<file path="src/design/ipv6_neighbor_cache_macros.svh">
// Assertion macros for the IPv6 neighbor cache.
// Used at the end of the top level; they expect clk_i and rst_ni in scope.
`ifndef IPV6_NEIGHBOR_CACHE_MACROS_SVH
`define IPV6_NEIGHBOR_CACHE_MACROS_SVH

// The consequent must hold in the same cycle as the antecedent.
`define NC_ASSERT_NOW(lbl, ante, cons, msg) \
  lbl: assert property (@(posedge clk_i) disable iff (!rst_ni) (ante) |-> (cons)) \
    else $error(msg);

// The consequent must hold in the cycle after the antecedent.
`define NC_ASSERT_NEXT(lbl, ante, cons, msg) \
  lbl: assert property (@(posedge clk_i) disable iff (!rst_ni) (ante) |=> (cons)) \
    else $error(msg);

`endif

</file>
<file path="src/design/ipv6nc_pkg.sv">
// Shared types and constants for the IPv6 neighbor cache.
// No dependencies; imported by every module of the block but ipv6nc_ram.
`timescale 1ns / 1ps

package ipv6nc_pkg;

  localparam int unsigned KEY_W  = 64;
  localparam int unsigned MAC_W  = 48;
  localparam int unsigned SLOT_W = 4;
  // One table word: key high, key low, then the link-layer address.
  localparam int unsigned ENT_W  = 2 * KEY_W + MAC_W;

  typedef enum logic [1:0] {
    OP_LOOKUP = 2'd0,
    OP_PUT    = 2'd1,
    OP_CLEAR  = 2'd2
  } op_e;

  typedef enum logic [2:0] {
    STAT_HIT      = 3'd0,
    STAT_MISS     = 3'd1,
    STAT_UPDATED  = 3'd2,
    STAT_INSERTED = 3'd3,
    STAT_FULL     = 3'd4,
    STAT_CLEARED  = 3'd5
  } status_e;

  typedef enum logic {
    ST_IDLE = 1'b0,
    ST_SCAN = 1'b1
  } state_e;

  typedef struct packed {
    status_e             status;
    logic [MAC_W-1:0]    mac_out;
    logic [SLOT_W-1:0]   slot;
  } res_t;

endpackage

</file>
<file path="src/design/ipv6nc_ram.sv">
// Generic single-port-write, single-port-read RAM with registered read data.
// No dependencies.
`timescale 1ns / 1ps

module ipv6nc_ram #(
  parameter int unsigned WIDTH = 8,
  parameter int unsigned DEPTH = 16
) (
  input  logic                                           clk_i,
  input  logic                                           we_i,
  input  logic [((DEPTH > 1) ? $clog2(DEPTH) : 1)-1:0]   waddr_i,
  input  logic [WIDTH-1:0]                               wdata_i,
  input  logic [((DEPTH > 1) ? $clog2(DEPTH) : 1)-1:0]   raddr_i,
  output logic [WIDTH-1:0]                               rdata_o
);

  logic [WIDTH-1:0] mem_q [DEPTH];

  // Write port.
  always_ff @(posedge clk_i) begin
    if (we_i) begin
      mem_q[waddr_i] <= wdata_i;
    end
  end

  // Registered read port.
  always_ff @(posedge clk_i) begin
    rdata_o <= mem_q[raddr_i];
  end

endmodule

</file>
<file path="src/design/ipv6nc_cmp.sv">
// Shared key compare unit: matches the requested address against one table word.
// Depends on ipv6nc_pkg.
`timescale 1ns / 1ps

module ipv6nc_cmp (
  input  logic [ipv6nc_pkg::KEY_W-1:0] key_hi_i,
  input  logic [ipv6nc_pkg::KEY_W-1:0] key_lo_i,
  input  logic [ipv6nc_pkg::ENT_W-1:0] ent_i,
  input  logic                         ent_valid_i,
  output logic                         match_o
);

  import ipv6nc_pkg::*;

  logic [KEY_W-1:0] ent_hi;
  logic [KEY_W-1:0] ent_lo;

  assign ent_hi = ent_i[ENT_W-1 -: KEY_W];
  assign ent_lo = ent_i[MAC_W +: KEY_W];

  // An entry only matches while its valid bit is set.
  assign match_o = ent_valid_i && (ent_hi == key_hi_i) && (ent_lo == key_lo_i);

endmodule

</file>
<file path="src/design/ipv6nc_ctrl.sv">
// Scan sequencer: walks the table one entry per cycle, keeps the valid bits,
// tracks the lowest free entry and forms the result beat. Depends on ipv6nc_pkg.
`timescale 1ns / 1ps

module ipv6nc_ctrl #(
  parameter int unsigned ENTRIES = 16,
  parameter int unsigned IW      = 4
) (
  input  logic                          clk_i,
  input  logic                          rst_ni,
  input  logic                          start_i,
  input  ipv6nc_pkg::op_e               op_i,
  input  logic                          match_i,
  input  logic [ipv6nc_pkg::MAC_W-1:0]  rd_mac_i,
  output logic                          busy_o,
  output logic                          accept_o,
  output logic [IW-1:0]                 raddr_o,
  output logic                          ent_valid_o,
  output logic                          we_o,
  output logic [IW-1:0]                 waddr_o,
  output ipv6nc_pkg::res_t              res_o,
  output logic                          done_o
);

  import ipv6nc_pkg::*;

  localparam logic [IW-1:0] LAST = IW'(ENTRIES - 1);

  state_e               state_q, state_d;
  op_e                  op_q, op_d;
  logic [IW-1:0]        idx_q, idx_d;
  logic                 issue_q, issue_d;
  logic                 chk_q, chk_d;
  logic [IW-1:0]        chk_idx_q, chk_idx_d;
  logic                 free_found_q, free_found_d;
  logic [IW-1:0]        free_idx_q, free_idx_d;
  logic [ENTRIES-1:0]   valid_q, valid_d;
  res_t                 res_q, res_d;
  logic                 done_q, done_d;
  logic                 scan_end;

  assign busy_o      = (state_q != ST_IDLE);
  assign accept_o    = start_i && !busy_o;
  assign raddr_o     = idx_q;
  assign ent_valid_o = valid_q[chk_idx_q];
  assign res_o       = res_q;
  assign done_o      = done_q;

  // The scan ends on the first match or after the last entry was checked.
  assign scan_end = chk_q && (match_i || (chk_idx_q == LAST));

  // Next state.
  always_comb begin
    state_d = state_q;
    case (state_q)
      ST_IDLE: begin
        if (accept_o && (op_i != OP_CLEAR)) begin
          state_d = ST_SCAN;
        end
      end
      ST_SCAN: begin
        if (scan_end) begin
          state_d = ST_IDLE;
        end
      end
      default: begin
        state_d = ST_IDLE;
      end
    endcase
  end

  // Datapath and outputs.
  always_comb begin
    op_d         = op_q;
    idx_d        = idx_q;
    issue_d      = issue_q;
    chk_d        = 1'b0;
    chk_idx_d    = chk_idx_q;
    free_found_d = free_found_q;
    free_idx_d   = free_idx_q;
    valid_d      = valid_q;
    res_d        = res_q;
    done_d       = 1'b0;
    we_o         = 1'b0;
    waddr_o      = chk_idx_q;
    case (state_q)
      ST_IDLE: begin
        if (accept_o) begin
          op_d         = op_i;
          idx_d        = '0;
          issue_d      = 1'b1;
          free_found_d = 1'b0;
          // A clear needs no scan: drop every valid bit and answer at once.
          if (op_i == OP_CLEAR) begin
            valid_d       = '0;
            res_d.status  = STAT_CLEARED;
            res_d.mac_out = '0;
            res_d.slot    = '0;
            done_d        = 1'b1;
          end
        end
      end
      ST_SCAN: begin
        // Issue stage: read address goes out, free entries are noted here.
        chk_d     = issue_q;
        chk_idx_d = idx_q;
        if (issue_q) begin
          if (!valid_q[idx_q] && !free_found_q) begin
            free_found_d = 1'b1;
            free_idx_d   = idx_q;
          end
          if (idx_q == LAST) begin
            issue_d = 1'b0;
          end else begin
            idx_d = idx_q + 1'b1;
          end
        end
        // Check stage: read data of the previous address is compared.
        if (chk_q) begin
          if (match_i) begin
            done_d     = 1'b1;
            res_d.slot = SLOT_W'(chk_idx_q);
            if (op_q == OP_PUT) begin
              we_o          = 1'b1;
              waddr_o       = chk_idx_q;
              res_d.status  = STAT_UPDATED;
              res_d.mac_out = '0;
            end else begin
              res_d.status  = STAT_HIT;
              res_d.mac_out = rd_mac_i;
            end
          end else if (chk_idx_q == LAST) begin
            done_d        = 1'b1;
            res_d.mac_out = '0;
            res_d.slot    = '0;
            if (op_q == OP_PUT) begin
              if (free_found_q) begin
                we_o                = 1'b1;
                waddr_o             = free_idx_q;
                valid_d[free_idx_q] = 1'b1;
                res_d.status        = STAT_INSERTED;
                res_d.slot          = SLOT_W'(free_idx_q);
              end else begin
                res_d.status = STAT_FULL;
              end
            end else begin
              res_d.status = STAT_MISS;
            end
          end
        end
      end
      default: begin
        issue_d = 1'b0;
      end
    endcase
  end

  // Control registers.
  always_ff @(posedge clk_i or negedge rst_ni) begin
    if (!rst_ni) begin
      state_q      <= ST_IDLE;
      issue_q      <= 1'b0;
      chk_q        <= 1'b0;
      free_found_q <= 1'b0;
      valid_q      <= '0;
      done_q       <= 1'b0;
    end else begin
      state_q      <= state_d;
      issue_q      <= issue_d;
      chk_q        <= chk_d;
      free_found_q <= free_found_d;
      valid_q      <= valid_d;
      done_q       <= done_d;
    end
  end

  // Payload registers.
  always_ff @(posedge clk_i) begin
    op_q       <= op_d;
    idx_q      <= idx_d;
    chk_idx_q  <= chk_idx_d;
    free_idx_q <= free_idx_d;
    res_q      <= res_d;
  end

endmodule

</file>
<file path="src/design/ipv6_neighbor_cache.sv">
// Top level of the IPv6 neighbor cache: request latch, table RAM, compare unit
// and scan sequencer. Depends on ipv6nc_pkg, ipv6nc_ram, ipv6nc_cmp, ipv6nc_ctrl.
//
//   channel   handshake          payload
//   request   start_i / busy_o   op_i, addr_high_i, addr_low_i, mac_in_i
//   result    done_o             status_o, mac_out_o, slot_o
//
// A lookup or put walks the table from entry 0, reading an entry in the issue stage
// and comparing it in the check stage; the result is registered on the first match
// or after the last entry. The RAM read port scans one entry per cycle. A clear
// answers in the cycle after accept. Reset leaves every entry invalid; no clearing
// pass is needed. The result beat lasts one cycle and cannot be stalled; busy_o is
// low again in the cycle that done_o is high, so the next request may enter then.
`timescale 1ns / 1ps
`include "ipv6_neighbor_cache_macros.svh"

module ipv6_neighbor_cache #(
  parameter int unsigned ENTRIES = 16
) (
  input  logic                          clk_i,
  input  logic                          rst_ni,
  input  logic                          start_i,
  output logic                          busy_o,
  input  logic [1:0]                    op_i,
  input  logic [ipv6nc_pkg::KEY_W-1:0]  addr_high_i,
  input  logic [ipv6nc_pkg::KEY_W-1:0]  addr_low_i,
  input  logic [ipv6nc_pkg::MAC_W-1:0]  mac_in_i,
  output logic                          done_o,
  output logic [2:0]                    status_o,
  output logic [ipv6nc_pkg::MAC_W-1:0]  mac_out_o,
  output logic [ipv6nc_pkg::SLOT_W-1:0] slot_o
);

  import ipv6nc_pkg::*;

  localparam int unsigned IW = (ENTRIES > 1) ? $clog2(ENTRIES) : 1;

  logic [KEY_W-1:0] key_hi_q;
  logic [KEY_W-1:0] key_lo_q;
  logic [MAC_W-1:0] mac_q;
  logic             accept;
  logic [IW-1:0]    raddr;
  logic [IW-1:0]    waddr;
  logic             ram_we;
  logic [ENT_W-1:0] rdata;
  logic             ent_valid;
  logic             match;
  res_t             res;

  // Request latch; the payload is held for the whole scan.
  always_ff @(posedge clk_i) begin
    if (accept) begin
      key_hi_q <= addr_high_i;
      key_lo_q <= addr_low_i;
      mac_q    <= mac_in_i;
    end
  end

  // Table storage: key and link-layer address of each entry.
  ipv6nc_ram #(
    .WIDTH (ENT_W),
    .DEPTH (ENTRIES)
  ) u_ram (
    .clk_i   (clk_i),
    .we_i    (ram_we),
    .waddr_i (waddr),
    .wdata_i ({key_hi_q, key_lo_q, mac_q}),
    .raddr_i (raddr),
    .rdata_o (rdata)
  );

  // Shared key compare.
  ipv6nc_cmp u_cmp (
    .key_hi_i    (key_hi_q),
    .key_lo_i    (key_lo_q),
    .ent_i       (rdata),
    .ent_valid_i (ent_valid),
    .match_o     (match)
  );

  // Scan sequencer.
  ipv6nc_ctrl #(
    .ENTRIES (ENTRIES),
    .IW      (IW)
  ) u_ctrl (
    .clk_i       (clk_i),
    .rst_ni      (rst_ni),
    .start_i     (start_i),
    .op_i        (op_e'(op_i)),
    .match_i     (match),
    .rd_mac_i    (rdata[MAC_W-1:0]),
    .busy_o      (busy_o),
    .accept_o    (accept),
    .raddr_o     (raddr),
    .ent_valid_o (ent_valid),
    .we_o        (ram_we),
    .waddr_o     (waddr),
    .res_o       (res),
    .done_o      (done_o)
  );

  assign status_o  = res.status;
  assign mac_out_o = res.mac_out;
  assign slot_o    = res.slot;

  // A lookup or put keeps the block busy after it is accepted.
  `NC_ASSERT_NEXT(a_scan_busy, accept && (op_i != OP_CLEAR), busy_o, "scan did not start")
  // Only a hit carries a link-layer address.
  `NC_ASSERT_NOW(a_mac_zero, done_o && (status_o != STAT_HIT), mac_out_o == '0, "stray mac")
  // The table is written only at the end of a scan.
  `NC_ASSERT_NOW(a_we_scan, ram_we, busy_o && !done_o, "table write outside scan")

endmodule
</file>
<file path="config.mk">
export PLATFORM = sky130hd
export DESIGN_NAME = ipv6_neighbor_cache
export DESIGN_NICKNAME = d
export VERILOG_FILES = /design/src/design/ipv6nc_pkg.sv /design/src/design/ipv6nc_ram.sv /design/src/design/ipv6nc_cmp.sv /design/src/design/ipv6nc_ctrl.sv /design/src/design/ipv6_neighbor_cache.sv
export VERILOG_INCLUDE_DIRS = /design/src /design/src/design
export SDC_FILE = /design/constraint.sdc
export NUM_CORES = 2
export LEC_CHECK = 0
export BUFFER_PORTS_ARGS = -buffer_cell sky130_fd_sc_hd__buf_2
export CELL_PAD_IN_SITES_DETAIL_PLACEMENT = 1
export CELL_PAD_IN_SITES_GLOBAL_PLACEMENT = 2
export CORE_MARGIN = 2
export CORE_UTILIZATION = 45
export CTS_BUF_LIST = sky130_fd_sc_hd__clkbuf_2
export DETAILED_ROUTE_END_ITERATION = 6
export HOLD_SLACK_MARGIN = 0.15
export PLACE_DENSITY = 0.76
export SYNTH_ARGS = -nofsm -noshare
export SYNTH_HDL_FRONTEND = slang
export SYNTH_SLANG_ARGS = --single-unit
</file>
<file path="constraint.sdc">
create_clock -name clk_i -period 46.7 [get_ports clk_i]
set_input_delay 4.67 -clock clk_i [delete_from_list [all_inputs] [get_ports clk_i]]
set_output_delay 4.67 -clock clk_i [all_outputs]
set_load 0.05 [all_outputs]
</file>
==> impl_metrics.sql <==
INSERT INTO impl_metrics (metric_group, metric, value, unit) VALUES
('yosys', 'synth-warning-count', '0', ''),
('setup_path', 'worst_path_most_repeated_cell', 'sky130_fd_sc_hd__buf_4', ''),
('cts', 'clock_insertion_delay_worst_skew', '1830', 'ps'),
('sta', 'setup_viol', '0', ''),
('global_routing', 'global_route.usage.met1', '29.1', '%'),
('sta', 'fmaxAchievable', '118', 'MHz'),
('cts', 'cts_buffer_depth', '4', ''),
('power', 'power.density', '53.1', 'nW/um2'),
('power', 'irDropWorstVdd', '0.0969', 'mV'),
('placed_design', 'postPlaceCellArea', '125000', 'um2'),
('cts', 'postCtsResizedCells', '0', ''),
('yosys', 'mappedNetlistNets', '4904', ''),
('setup_path', 'worst-endpoint-required', '48030', 'ps'),
('placed_design', 'hpwl', '149000', 'um'),
('cts', 'cts.sinks', '3258', ''),
('yosys', 'synth.lib_cells_used.distinct', '43', ''),
('sta', 'pins_over_their_slew_limit', '0', ''),
('route', 'drc_errors', '0', ''),
('setup_path', 'critical_path.endpoint_type', 'register', ''),
('final_layout', 'mostFrequentLayoutCells', 'sky130_fd_sc_hd__edfxtp_1, sky130_fd_sc_hd__clkbuf_2, sky130_fd_sc_hd__mux4_2', ''),
('final_layout', 'layout.nets', '5805', ''),
('final_layout', 'mostFrequentLayoutCell', 'sky130_fd_sc_hd__edfxtp_1', ''),
('sta', 'hold_viol', '0', ''),
('sta', 'max-slew-margin-rel', '11.1', '%'),
('power', 'p_leak', '43.1', 'nW'),
('sta', 'totalNegativeSetupSlack', '0', 'ps'),
('setup_path', 'worstPathMaxFanout', '40', ''),
('outcome', 'outcome', 'finished, final reports clean', ''),
('route', 'drt_pre_antenna_iters', '5', ''),
('sta', 'grt_setup_unrepaired', 'no', ''),
('route', 'wire_per_inst', '29.0', 'um'),
('global_routing', 'gr-total-overflow', '0', ''),
('global_routing', 'globalRouteMet3Util', '5.12', '%'),
('route', 'drtAntennaViolNets', '0', ''),
('final_layout', 'final_area', '133000', 'um2'),
('hold_path', 'hp-start', 'u_ram.rdata_o[39]', ''),
('route', 'detailroute.via_count', '55067', ''),
('placed_design', 'globalplace.congestion', '0.748', ''),
('global_routing', 'groute.layer.met2.usage', '33.8', '%'),
('sta', 'timing_worst_slew_pin_value', '1320', 'ps'),
('setup_path', 'worst_setup_path_startpoint', 'key_lo_q[0]', ''),
('yosys', 'syn-cell-area', '119000', 'um2'),
('cts', 'clock_tree.htree_level_count', '6', ''),
('final_layout', 'fillCellCount', '23805', ''),
('setup_path', 'timing_worst_setup_path_type', 'reg -> reg', ''),
('setup_path', 'timing.critical_path.slowest_cell_delay', '1130', 'ps'),
('cts', 'post-cts-setup-buffers', '0', ''),
('global_routing', 'gr-usage-all-layers', '21.0', '%'),
('cts', 'tritoncts', 'yes', ''),
('final_layout', 'syn2layout_area_growth', '11.1', '%'),
('sta', 'post-route-worst-setup-slack', '38220', 'ps'),
('placed_design', 'port_buffers', '237', ''),
('power', 'total_power', '7.04', 'mW'),
('setup_path', 'critical_path.cell_chain', 'xor2_1 > nor4_1 > nand4_1 > nor4_2 > and3_1 > mux2i_1 > nor2_4 > buf_4 > buf_4 > buf_4', ''),
('setup_path', 'critPathSlowestCell', 'sky130_fd_sc_hd__nor4_2', ''),
('sta', 'finalCriticalPeriod', '8480', 'ps'),
('placed_design', 'pre_cts_setup_slack', '38390', 'ps'),
('route', 'wl', '285000', 'um'),
('route', 'drt_first_iter_violations', '5325', ''),
('setup_path', 'cp-start-kind', 'register', ''),
('hold_path', 'worst_hold_path_type', 'reg -> reg', ''),
('sta', 'worst_clock_skew', '137', 'ps'),
('setup_path', 'reg2reg_from', 'key_lo_q[0]', ''),
('floorplanning', 'pin_count', '238', ''),
('setup_path', 'critical_path_arrival', '9810', 'ps'),
('global_routing', 'grt_pass1_vias', '58971', ''),
('sta', 'final_min_period_over_clock_period', '18.2', '%'),
('final_layout', 'register_area', '96000', 'um2'),
('route', 'routed_via_density', '5.61', ''),
('cts', 'clock-root-buffer', 'sky130_fd_sc_hd__clkbuf_2', ''),
('cts', 'numCtsBuffers', '764', '');
[metal layers]
layer	vias up	part of all wire [%]
li1	22598	-
met1	29728	41
met2	2341	49
met3	382	7.6
met4	18	2.0
met5	-	0.040
[cells in the mapped netlist (all sizes together)]
library cell / count / area [um2]
o2bb2ai: 1 / 8.76
nor3: 10 / 50.1
o211ai: 1 / 7.51
mux4: 889 / 20000
mux2i: 3 / 30.0
nand4: 13 / 81.3
dfrtp: 21 / 526
xnor2: 1 / 8.76
nand2b: 1 / 6.26
nor4bb: 1 / 10.0
nor2: 37 / 139
mux2: 1 / 11.3
ha: 1 / 12.5
nor2b: 3 / 18.8
a21oi: 5 / 25.0
edfxtp: 3061 / 91900
a311o: 1 / 10.0
o31ai: 1 / 7.51
a31o: 2 / 17.5
buf: 76 / 292
a21o: 1 / 7.51
nand2: 13 / 48.8
o21ai: 5 / 25.0
and2: 50 / 313
a31oi: 16 / 100
nand3: 6 / 30.0
nor4b: 1 / 15.0
and3: 4 / 25.0
a2111oi: 1 / 8.76
o311ai: 1 / 16.3
clkbuf: 137 / 514
or3: 2 / 12.5
nor4: 36 / 238
a311oi: 1 / 8.76
dfxtp: 176 / 3520
o221ai: 1 / 8.76
xor2: 129 / 1130
a211o: 2 / 17.5
inv: 8 / 30.0
nor3b: 3 / 27.5
[flip-flops by register name, summed over array words and instances (netlist names), 16 cells and up]
signal          count
mac_q              48
u_ram.mem_q      2816
key_lo_q           64
u_ctrl.valid_q     16
u_ctrl.res_o       55
key_hi_q           64
u_ram.rdata_o     176
[critical path, delay by kind of cell (launching register included)]
kind                      cells  cell delay [ps]
and+or+nand+nor               5             4310
buffers and inverters         3             2360
DFF                           1              620
muxes                         1              350
xor gates and xnor gates      1              250
[area by class of cell]
class	count	area share (%)
diodes	9	0.0170
well taps	3533	3.34
clock inverters	196	0.905
repair buffers	348	1.63
clock buffers	1215	4.59
inverters	8	0.0283
flip-flops and latches	3258	72.4
multi-input cells	1243	17.1
[through the flow]
step                utilization, %  hold WS, ps  std cells
floorplan                        -          443       4722
global placement              47.4          487       8389
detailed placement            47.4          490       8389
CTS                           50.1          493       9800
global route                  50.1          520       9807
finish                        50.1          478       9810
[worst paths after layout]
check | end | slack [ps] | cells past startpoint
hold / removal | u_ctrl.res_o[43] | 480 | 1
setup / recovery | u_ram.mem_q[1][141] | 38220 | 10
setup reg to reg | u_ram.mem_q[1][141] | 38220 | 10
min in group asynchronous | u_ctrl.valid_q[14] | 2880 | 1
hold reg to reg | u_ctrl.res_o[43] | 480 | 1
max in group asynchronous | u_ctrl.valid_q[0] | 43380 | 1
[report_power, final]
part | total [mW] | leakage [nW] | switching, mW | internal [mW]
clock | 1.89 | 5.63 | 1.12 | 0.771
combinational | 1.62 | 8.19 | 0.795 | 0.825
sequential | 3.53 | 29.3 | 0.137 | 3.39
total | 7.04 | 43.1 | 2.05 | 4.99
[kinds of logic after synthesis]
logic type | count (synthesis) | share of synthesized area, %
XOR/XNOR | 130 | 0.954
AND/OR/NAND/NOR | 180 | 0.851
AO/OA/AOI/OAI | 39 | 0.226
multiplexers | 893 | 16.8
buffers and inverters | 221 | 0.701
adder cells (fa/ha/maj) | 1 | 0.0105
flip-flops | 3258 | 80.4
No activity file was read; power rests on OpenSTA's default activity.
